### config.mk
export PLATFORM = sky130hd
export DESIGN_NAME = tcw_ctrl
export DESIGN_NICKNAME = d
export VERILOG_FILES = /design/src/rtl/tcw_pkg.sv /design/src/rtl/tcw_ctrl.sv
export SDC_FILE = /design/constraint.sdc
export NUM_CORES = 1
export LEC_CHECK = 0
export ABC_CLOCK_PERIOD_IN_PS = 1600
export BUFFER_PORTS_ARGS = -buffer_cell sky130_fd_sc_hd__buf_2
export CAP_MARGIN = 20
export CORE_UTILIZATION = 43
export CTS_CLUSTER_DIAMETER = 200
export DETAILED_ROUTE_END_ITERATION = 10
export HOLD_SLACK_MARGIN = 0.1
export PLACE_DENSITY = 0.77
export SETUP_SLACK_MARGIN = 0.15
export SLEW_MARGIN = 20
export SYNTH_ARGS = -nofsm -noshare
export SYNTH_HDL_FRONTEND = slang
export SYNTH_SLANG_ARGS = --single-unit
export TNS_END_PERCENT = 100
### constraint.sdc
create_clock -name clk -period 1.6 [get_ports clk]
set_input_delay 0.24 -clock clk [delete_from_list [all_inputs] [get_ports clk]]
set_output_delay 0.24 -clock clk [all_outputs]
set_load 0.03 [all_outputs]
### src/rtl/tcw_pkg.sv
// shared types and constants of the text console writer
package tcw_pkg;

  // action codes
  localparam logic [2:0] ACT_PUT  = 3'd0;
  localparam logic [2:0] ACT_BS   = 3'd1;
  localparam logic [2:0] ACT_CLR  = 3'd2;
  localparam logic [2:0] ACT_SET  = 3'd3;
  localparam logic [2:0] ACT_READ = 3'd4;

  // character codes
  localparam logic [7:0] CH_NL    = 8'd10;
  localparam logic [7:0] CH_CR    = 8'd13;
  localparam logic [7:0] CH_BLANK = 8'h20;

  // register indexes and reset values
  localparam logic       CFG_FG     = 1'b0;
  localparam logic       CFG_BG     = 1'b1;
  localparam logic [3:0] FG_RESET   = 4'd7;
  localparam logic [3:0] BG_RESET   = 4'd0;
  localparam logic [7:0] ATTR_RESET = {BG_RESET, FG_RESET};

  // cell store write source
  typedef enum logic [2:0] {
    W_NONE,
    W_CHAR,
    W_BS,
    W_FILL,
    W_COPY,
    W_INIT
  } tcw_wsel_t;

  // cursor update
  typedef enum logic [2:0] {
    C_HOLD,
    C_ADV,
    C_NL,
    C_CR,
    C_BS,
    C_SET,
    C_SCROLL,
    C_ZERO
  } tcw_curop_t;

  typedef struct packed {
    logic       ld_item;
    logic       ld_res;
    tcw_wsel_t  wsel;
    logic       rd_pos;
    logic       rd_scroll;
    tcw_curop_t cur_op;
    logic       idx_clr;
    logic       idx_inc;
    logic       conv_step;
  } tcw_cmd_t;

  typedef struct packed {
    logic [2:0] act;
    logic       is_nl;
    logic       is_cr;
    logic       is_print;
    logic       pos_ok;
    logic       at_end;
    logic       cur_zero;
    logic       idx_last;
    logic       in_copy;
    logic       conv_done;
  } tcw_sts_t;

endpackage

### src/rtl/tcw_ctrl.sv
// controller state machine of the text console writer
module tcw_ctrl (
  input  logic              clk,
  input  logic              rst_n,
  input  logic              in_valid,
  output logic              in_stall,
  output logic              out_valid,
  input  logic              out_stall,
  input  tcw_pkg::tcw_sts_t sts,
  output tcw_pkg::tcw_cmd_t cmd
);

  typedef enum logic [7:0] {
    S_INIT = 8'b0000_0001,
    S_IDLE = 8'b0000_0010,
    S_DEC  = 8'b0000_0100,
    S_SCRD = 8'b0000_1000,
    S_SCWR = 8'b0001_0000,
    S_CLR  = 8'b0010_0000,
    S_CONV = 8'b0100_0000,
    S_FIN  = 8'b1000_0000
  } state_t;

  state_t state_r, state_nxt;
  logic   out_valid_r, out_valid_nxt;
  logic   out_free;

  assign out_free  = !out_valid_r || !out_stall;
  assign out_valid = out_valid_r;

  always_comb begin
    cmd           = '0;
    state_nxt     = state_r;
    out_valid_nxt = out_valid_r && out_stall;
    in_stall      = 1'b1;
    case (state_r)
      S_INIT: begin
        // clearing pass after reset
        cmd.wsel    = tcw_pkg::W_INIT;
        cmd.idx_inc = 1'b1;
        if (sts.idx_last) begin
          state_nxt = S_IDLE;
        end
      end
      S_IDLE: begin
        in_stall = 1'b0;
        if (in_valid) begin
          cmd.ld_item = 1'b1;
          state_nxt   = S_DEC;
        end
      end
      S_DEC: begin
        state_nxt = S_FIN;
        case (sts.act)
          tcw_pkg::ACT_PUT: begin
            if (sts.is_nl || sts.is_print) begin
              if (sts.at_end) begin
                // scroll first, then come back here
                cmd.cur_op  = tcw_pkg::C_SCROLL;
                cmd.idx_clr = 1'b1;
                state_nxt   = S_SCRD;
              end else if (sts.is_print) begin
                cmd.wsel   = tcw_pkg::W_CHAR;
                cmd.cur_op = tcw_pkg::C_ADV;
              end else begin
                cmd.cur_op = tcw_pkg::C_NL;
              end
            end else if (sts.is_cr) begin
              cmd.cur_op = tcw_pkg::C_CR;
            end
          end
          tcw_pkg::ACT_BS: begin
            if (!sts.cur_zero) begin
              cmd.wsel   = tcw_pkg::W_BS;
              cmd.cur_op = tcw_pkg::C_BS;
            end
          end
          tcw_pkg::ACT_CLR: begin
            cmd.cur_op  = tcw_pkg::C_ZERO;
            cmd.idx_clr = 1'b1;
            state_nxt   = S_CLR;
          end
          tcw_pkg::ACT_SET: begin
            if (sts.pos_ok) begin
              state_nxt = S_CONV;
            end
          end
          tcw_pkg::ACT_READ: begin
            cmd.rd_pos = sts.pos_ok;
          end
          default: ;
        endcase
      end
      S_SCRD: begin
        if (sts.in_copy) begin
          cmd.rd_scroll = 1'b1;
          state_nxt     = S_SCWR;
        end else begin
          cmd.wsel    = tcw_pkg::W_FILL;
          cmd.idx_inc = 1'b1;
          if (sts.idx_last) begin
            state_nxt = S_DEC;
          end
        end
      end
      S_SCWR: begin
        cmd.wsel    = tcw_pkg::W_COPY;
        cmd.idx_inc = 1'b1;
        state_nxt   = sts.idx_last ? S_DEC : S_SCRD;
      end
      S_CLR: begin
        cmd.wsel    = tcw_pkg::W_FILL;
        cmd.idx_inc = 1'b1;
        if (sts.idx_last) begin
          state_nxt = S_FIN;
        end
      end
      S_CONV: begin
        // row of the new position by repeated subtraction
        if (sts.conv_done) begin
          cmd.cur_op = tcw_pkg::C_SET;
          state_nxt  = S_FIN;
        end else begin
          cmd.conv_step = 1'b1;
        end
      end
      S_FIN: begin
        if (out_free) begin
          in_stall      = 1'b0;
          cmd.ld_res    = 1'b1;
          out_valid_nxt = 1'b1;
          if (in_valid) begin
            cmd.ld_item = 1'b1;
            state_nxt   = S_DEC;
          end else begin
            state_nxt = S_IDLE;
          end
        end
      end
      default: begin
        state_nxt = S_IDLE;
      end
    endcase
  end

  always_ff @(posedge clk) begin
    if (!rst_n) begin
      state_r     <= S_INIT;
      out_valid_r <= 1'b0;
    end else begin
      state_r     <= state_nxt;
      out_valid_r <= out_valid_nxt;
    end
  end

endmodule

# After elaboration in Yosys (flattened, before gate mapping)
# Cells that the tools add are included.
# totals
reg_bits	9
elab_cells	77
# classes
eq_ne	18
mux	49
n_reduce_logical	8
# ops
operator	n
$mux 8	10
$pmux 8 s8	1
$pmux 8 s3	1
$mux 1	18
$mux 3	5
$pmux 3 s5	1
$pmux 3 s2	2
$mux 2	5
$ne 2x2->1 const B	5
$pmux 3 s3	1
$eq 8x1->1 const B	1
$eq 8x2->1 const B	1
$eq 8x3->1 const B	1
$eq 8x4->1 const B	1
$eq 8x5->1 const B	1
$eq 8x6->1 const B	1
$eq 8x7->1 const B	1
$eq 8x8->1 const B	1
$pmux 1 s2	4
$eq 3x2->1 const B	2
$reduce_and 6->1	1
$mux 4	1
$eq 3x1->1 const B	1
$eq 3x3->1 const B	1
6 further kinds	8

# Logic depth before layout (Yosys ltp)
# Gate-level depths: netlist (run 1).
# depth
depth_word	5
mapped_depth	6
ltp_nobuf	5

# Worst setup path after synthesis (run 1)
# No wires, ideal clock.
# synth_path
path_kind	reg-to-output
from	register state_r[5]
to	output port cmd[12] in the netlist's numbering
arrival_ps	2065
required_time_ps	1360
path_slack_ps	-705
path_stages_with_launch	6
n_path_buf	1
path_cell_list	dfxtp_1 -> clkbuf_1 -> nor2_1 -> and4b_2 -> a21boi_0 -> nor2b_1
# synth_lines
item	line	text
start, declared	tcw_ctrl.sv:24	state_t state_r, state_nxt;
start signal, assigned	tcw_ctrl.sv:151	state_r <= state_nxt;
end, declared	tcw_ctrl.sv:10	output tcw_pkg::tcw_cmd_t cmd

==> impl_metrics.toml, run 1 <==
[timing]
setup_viol_count_final = 20
grt_setup_unrepaired = "yes"
finalHoldViolations = 0
fin_skew_ps = 15.2
fmax_mhz = 481
finalCriticalPeriod_ps = 2080
fin_crit_sh_pct = 130
max_slew.worst_pin.slew_ps = 383
slew_violations = 0
max-slew-margin-rel_pct = 74.2
setup-tns-final_ps = -6190
setup_slack_ps = -479

[synth]
syn-cell-area_um2 = 811
synth_ff_type = "dfxtp_1"
yosys_warnings = 0
yosys.area.top_type_share_pct = 22.2
syn_inst = 104
synth_area_per_cell_um2 = 7.80
syn-num-nets = 120
seq_area_frac_synth_pct = 22.2
ys_types = 39
synth_edf_count = 0
ys_ff_latch = 9
synth.largest_area_cell = "dfxtp_1"
synthArstFlopShare_pct = 0
synth_area_leaders = "dfxtp_1 22%, nand2b_1 6.2%, nor2_1 4.6%, a21oi_1 4.3%, nand4b_1 4.3%"

[worst_hold_path]
holdPathStages = 2
holdCritPathClass = "in -> reg"

[floorplanning]
pin_count = 31
dieArea_um2 = 2060
rows = 15
start_util_pct = 46.5
die_h_um = 45.4
die_width_um = 45.4
fp.coreArea_um2 = 1750

[clock_network]
cts_tree = "built"
clock_sinks = 9
holdBufCountCts = 0
worstSkewPairLatency_ps = 270
path_clk_slew_ps = 70
clockBufferDepth = 2
cts_root_buf = "clkbuf_4"
htreeDepth = 1
numCtsBuffers = 3

[run_status]
violations = "setup timing"
status = "complete, but fails checks"

[route]
drc = 0
dr_wl_met3_um = 247
vias = 1187
highest-signal-layer = "met4"
viasPerCell = 6.12
firstDrtPassIters = 4
wl_met1_mm = 1.46
wire_per_inst_um = 19.4
dr_wl_met2_mm = 1.88
wl_mm = 3.76
postRouteAntennaNets = 0
drtIter0Drc = 40

[global_route]
antenna_found_initial = 0
overflow = 0
grt_max_degree = 11
grt_pass1_vias = 1100
grt_pass1_wl_mm = 4.68
grt_usage_pct = 31.9

[final_layout]
multi_input_area_um2 = 800
drive_gt1_share_pct = 62.7
fillers = 91
final_cell_area_um2 = 1540
finalNetCount = 186
finalNonFillerCells = 194
syn_to_final_growth_pct = 90.4
area.sequential_um2 = 186
n_antenna_cell = 0
final_util_pct = 88.5

[pwr]
peakVddDrop_mv = 0.623
power_density_nw_per_um2 = 497
leakagePower_nw = 0.682

[placement]
place_inst = 180
gp_congestion = 0.845
dp_hpwl_mm = 2.13
dpl_cell_area_um2 = 1270
portBuffers = 30

[critical_path]
cp_max_fo = 3
critPathLaunchType = "register"
endpoint_kind = "primary output"
cp.required_ps = 1360
reg2reg_depth = 9
critPathArrivalTime_ps = 1840
path_class = "reg -> out"

[flow_run]
maxCapViolations = 0
==> final timing paths <==
| check | startpoint | to | slack, ps |
|---|---|---|---|
| hold / removal | rst_n | state_r[0]$_SDFFE_PN1P_ | 250 |
| setup / recovery | state_r[6]$_SDFFE_PN0P_ | cmd[8] | -480 |
| hold reg to reg | out_valid$_SDFF_PN0_ | out_valid$_SDFF_PN0_ | 660 |
| setup reg to reg | state_r[0]$_SDFFE_PN1P_ | state_r[1]$_SDFFE_PN0P_ | -220 |
==> logic make-up after synthesis <==
family	after synthesis	share of synthesized area (%)
and+or+nand+nor	58	46.9
DFF	9	22.2
muxes	1	1.23
buffers and inverters	5	3.24
xor gates and xnor gates	2	2.16
AOI/OAI and AO/OA	29	24.2
==> registers in the layout, summed over array words and instances (netlist names) <==
| register | flops |
|---|---|
| state_r | 8 |
| out_valid | 1 |
==> routing by layer <==
layer  track usage [%]  up-vias
met5                 0        -
met4              16.4        0
met3              3.97       20
met2              59.1       71
met1              34.7      570
li1                  -      526
==> synthesized netlist by cell type, drive strengths merged, types with 2 or more instances <==
cell    instances
a21boi          3
a21oi           7
and2            4
and3            3
clkbuf          3
dfxtp           9
nand2           6
nand2b          8
nand3           2
nand3b          2
nand4b          5
nor2           10
nor2b           4
nor3            2
nor3b           3
nor4            4
o21ai           6
o22ai           3
or3             2
xor2            2
==> stage by stage <==
step                setup WS [ps]  total power, W  hold slack (ps)
global placement             -170        0.000480              479
finish                       -479        0.000768              251
floorplan                    -282        0.000392              316
detailed placement           -204        0.000489              489
CTS                          -439        0.000714              249
global route                 -545        0.000797              265
==> where the power goes <==
| part | internal [W] | switching [W] | total [W] |
|---|---|---|---|
| sequential | 0.000233 | 0.0000120 | 0.000245 |
| combinational | 0.000164 | 0.000174 | 0.000339 |
| clock | 0.0000962 | 0.0000881 | 0.000184 |
| total | 0.000493 | 0.000274 | 0.000768 |
==> cell usage in the layout, fill, tap and decap left out, types with 3 or more instances in the layout <==
cell type / count
nand2b_1: 8
nor4_4: 3
dfxtp_2: 5
buf_4: 36
nor2_2: 4
and3_1: 3
and2_4: 3
dfxtp_1: 4
nor2_1: 4
a21oi_1: 5
clkbuf_4: 3
buf_6: 13
nand4b_1: 4
buf_2: 16
nor2b_1: 3
==> final cells by class <==
class / instances / share of cell area (%)
timing repair buffer: 65 / 32.2
inverter: 1 / 0.243
tap: 25 / 2.03
sequential: 9 / 12.1
multi-input combinational: 90 / 51.8
clock buffer: 4 / 1.70
==> critical path: stages (launching register included) <==
cell,delay (ps)
dfxtp_1,370
nor4_4,340
nand4b_4,140
or3_4,380
o31ai_4,180
buf_6,160
==> timing repair <==
item                       4_1_cts  5_1_grt
setup endpoints to repair       21       21
pin swaps                       17        5
buffers inserted                 6        4
gates resized for setup         43        8
No activity file was read; power rests on OpenSTA's default activity.
==> run 2: changes to the inputs <==
==> constraint.sdc (replaced) <==
create_clock -name clk -period 1.6 [get_ports clk]
set_input_delay 0.08 -clock clk [delete_from_list [all_inputs] [get_ports clk]]
set_output_delay 0.08 -clock clk [all_outputs]
set_load 0.03 [all_outputs]
==> run 2 against run 1 <==
The flow still finishes with violations (setup timing). Sequential power is essentially flat. Clock power shrank 3%. First-iteration DRC count shrank 25%. Sequential cell count is the same. Core utilization shrank 6.2 points. Clock skew shrank 11 ps. Global-route usage shrank 1.7 points. Clock-buffer cell count is the same. Via count shrank 5.5%. Fmax grew 7.5%. Wire length shrank 15%. Largest power group unchanged.
==> impl_metrics.toml, run 2 (synthesis results as in run 1) <==
[pwr]
peakVddDrop_mv = 0.542
leakagePower_nw = 0.634
internal-power_w = 0.000473
switching_power_w = 0.000247
power_density_nw_per_um2 = 502
pwr-share-seq_pct = 34.0
p_clk_share_pct = 24.7
swShare_pct = 34.3
pwr-share-comb_pct = 41.3

[timing]
finalHoldViolations = 0
max-slew-margin-rel_pct = 60.9
fmax_mhz = 517
setup_viol_count_final = 20
setup_slack_ps = -334
setup-tns-final_ps = -4160
grt_setup_unrepaired = "yes"
fin_skew_ps = 4.60
max_slew.worst_pin.slew_ps = 580
slew_violations = 0
fin_crit_sh_pct = 121
timing.hold.ws_ps = 192
finalCriticalPeriod_ps = 1930

[run_status]
violations = "setup timing"
status = "complete, but fails checks"

[flow_run]
maxCapViolations = 0

[route]
viasPerCell = 6.03
drtIter0Drc = 30
postRouteAntennaNets = 0
firstDrtPassIters = 4
drc = 0
wl_mm = 3.21
wire_per_inst_um = 17.2
vias = 1122

[final_layout]
largest_reg_flops = 8
layout_common_cells = "25 x buf_4, 16 x buf_2, 13 x buf_6"
n_antenna_cell = 0
fillers = 113
multi_input_area_um2 = 739
finalNetCount = 178
layout_commonest_cell = "buf_4"
finalNonFillerCells = 186
regMostFlops = "state_r"
syn_to_final_growth_pct = 77.0
final_cell_area_um2 = 1440
drive_gt1_share_pct = 56.5
final_util_pct = 82.2
area.sequential_um2 = 190

[clock_network]
clock_sinks = 9
numCtsBuffers = 3
cts_tree = "built"
cts_root_buf = "clkbuf_4"
worstSkewPairLatency_ps = 270
htreeDepth = 1
clockBufferDepth = 2
path_clk_slew_ps = 60

[critical_path]
path_class = "reg -> out"
cp.required_ps = 1520
cp_max_fo = 3
endpoint_kind = "primary output"
critPathLaunchType = "register"
critPathArrivalTime_ps = 1850

[worst_hold_path]
holdCritPathClass = "in -> reg"

[global_route]
met2_usage_pct = 55.4
grtUsageMet1_pct = 33.7
overflow = 0
grt_pass1_wl_mm = 4.46
grt_usage_pct = 30.2
antenna_found_initial = 0
grt_pass1_vias = 1002
busiest_layer = "met2"
grt_max_degree = 11
grtUsageMet3_pct = 3.17

[floorplanning]
fp.coreArea_um2 = 1750
pin_count = 31
rows = 15
dieArea_um2 = 2060
die_h_um = 45.4
start_util_pct = 46.5
die_width_um = 45.4

[placement]
portBuffers = 30
dp_hpwl_mm = 1.77
place_inst = 169
gp_congestion = 0.891
dpl_cell_area_um2 = 1150
run 2: changes by cell type in the layout (fill, tap and decap cells not counted), moves of 2 or more:
cell,delta
dlygate4sd3_1,+3
a21oi_2,+2
buf_4,-11
a21oi_4,-2
nand2_4,-2
run 2: worst paths after layout:
check | endpoint | slack [ps] | startpoint | cells past startpoint
worst max register to register | state_r[7]$_SDFFE_PN0P_ | -270 | state_r[7]$_SDFFE_PN0P_ | 7
worst min register to register | out_valid$_SDFF_PN0_ | 600 | out_valid$_SDFF_PN0_ | 2
worst min-delay path | state_r[1]$_SDFFE_PN0P_ | 190 | in_valid | 3
worst max-delay path | cmd[8] | -330 | state_r[7]$_SDFFE_PN0P_ | 5
run 2: per-layer routing:
layer	wire [um]	vias up	part of all wire (%)
met3	250	24	7.8
met5	0	-	0
met4	150	0	4.7
li1	-	505	-
met1	1140	519	36
met2	1660	74	52
run 2: power groups by stage:
stage / combinational [W] / clock (W) / sequential, W
floorplan: 0.000129 / 0 / 0.000247
global placement: 0.000203 / 0 / 0.000247
detailed placement: 0.000206 / 0 / 0.000247
CTS: 0.000263 / 0.000178 / 0.000244
global route: 0.000315 / 0.000192 / 0.000245
finish: 0.000297 / 0.000178 / 0.000245
run 2: final cells by class:
cell class,instances,share of cell area [%]
flip-flops and latches,9,13.3
repair buffers,57,31.0
multi-input cells,90,51.5
clock buffers,4,1.83
well taps,25,2.18
inverters,1,0.262
run 2: what timing repair did:
item / CTS / global route
setup endpoints to repair: 21 / 22
buffers inserted: 6 / 4
hold endpoints to repair: 2 / 0
hold buffers: 3 / 0
pin swaps: 13 / 8
resized for setup: 35 / 18
run 2: stage by stage:
stage	setup slack [ps]	power, W
finish	-334	0.000721
global route	-395	0.000752
CTS	-280	0.000686
detailed placement	-101	0.000454
global placement	-75.5	0.000450
floorplan	-122	0.000376
run 2: critical path: stages (launching register included):
cell and delay (ps):
dfxtp_4 350, nor4_4 380, nand4b_4 140, or3_4 380
o31ai_4 190, buf_6 160
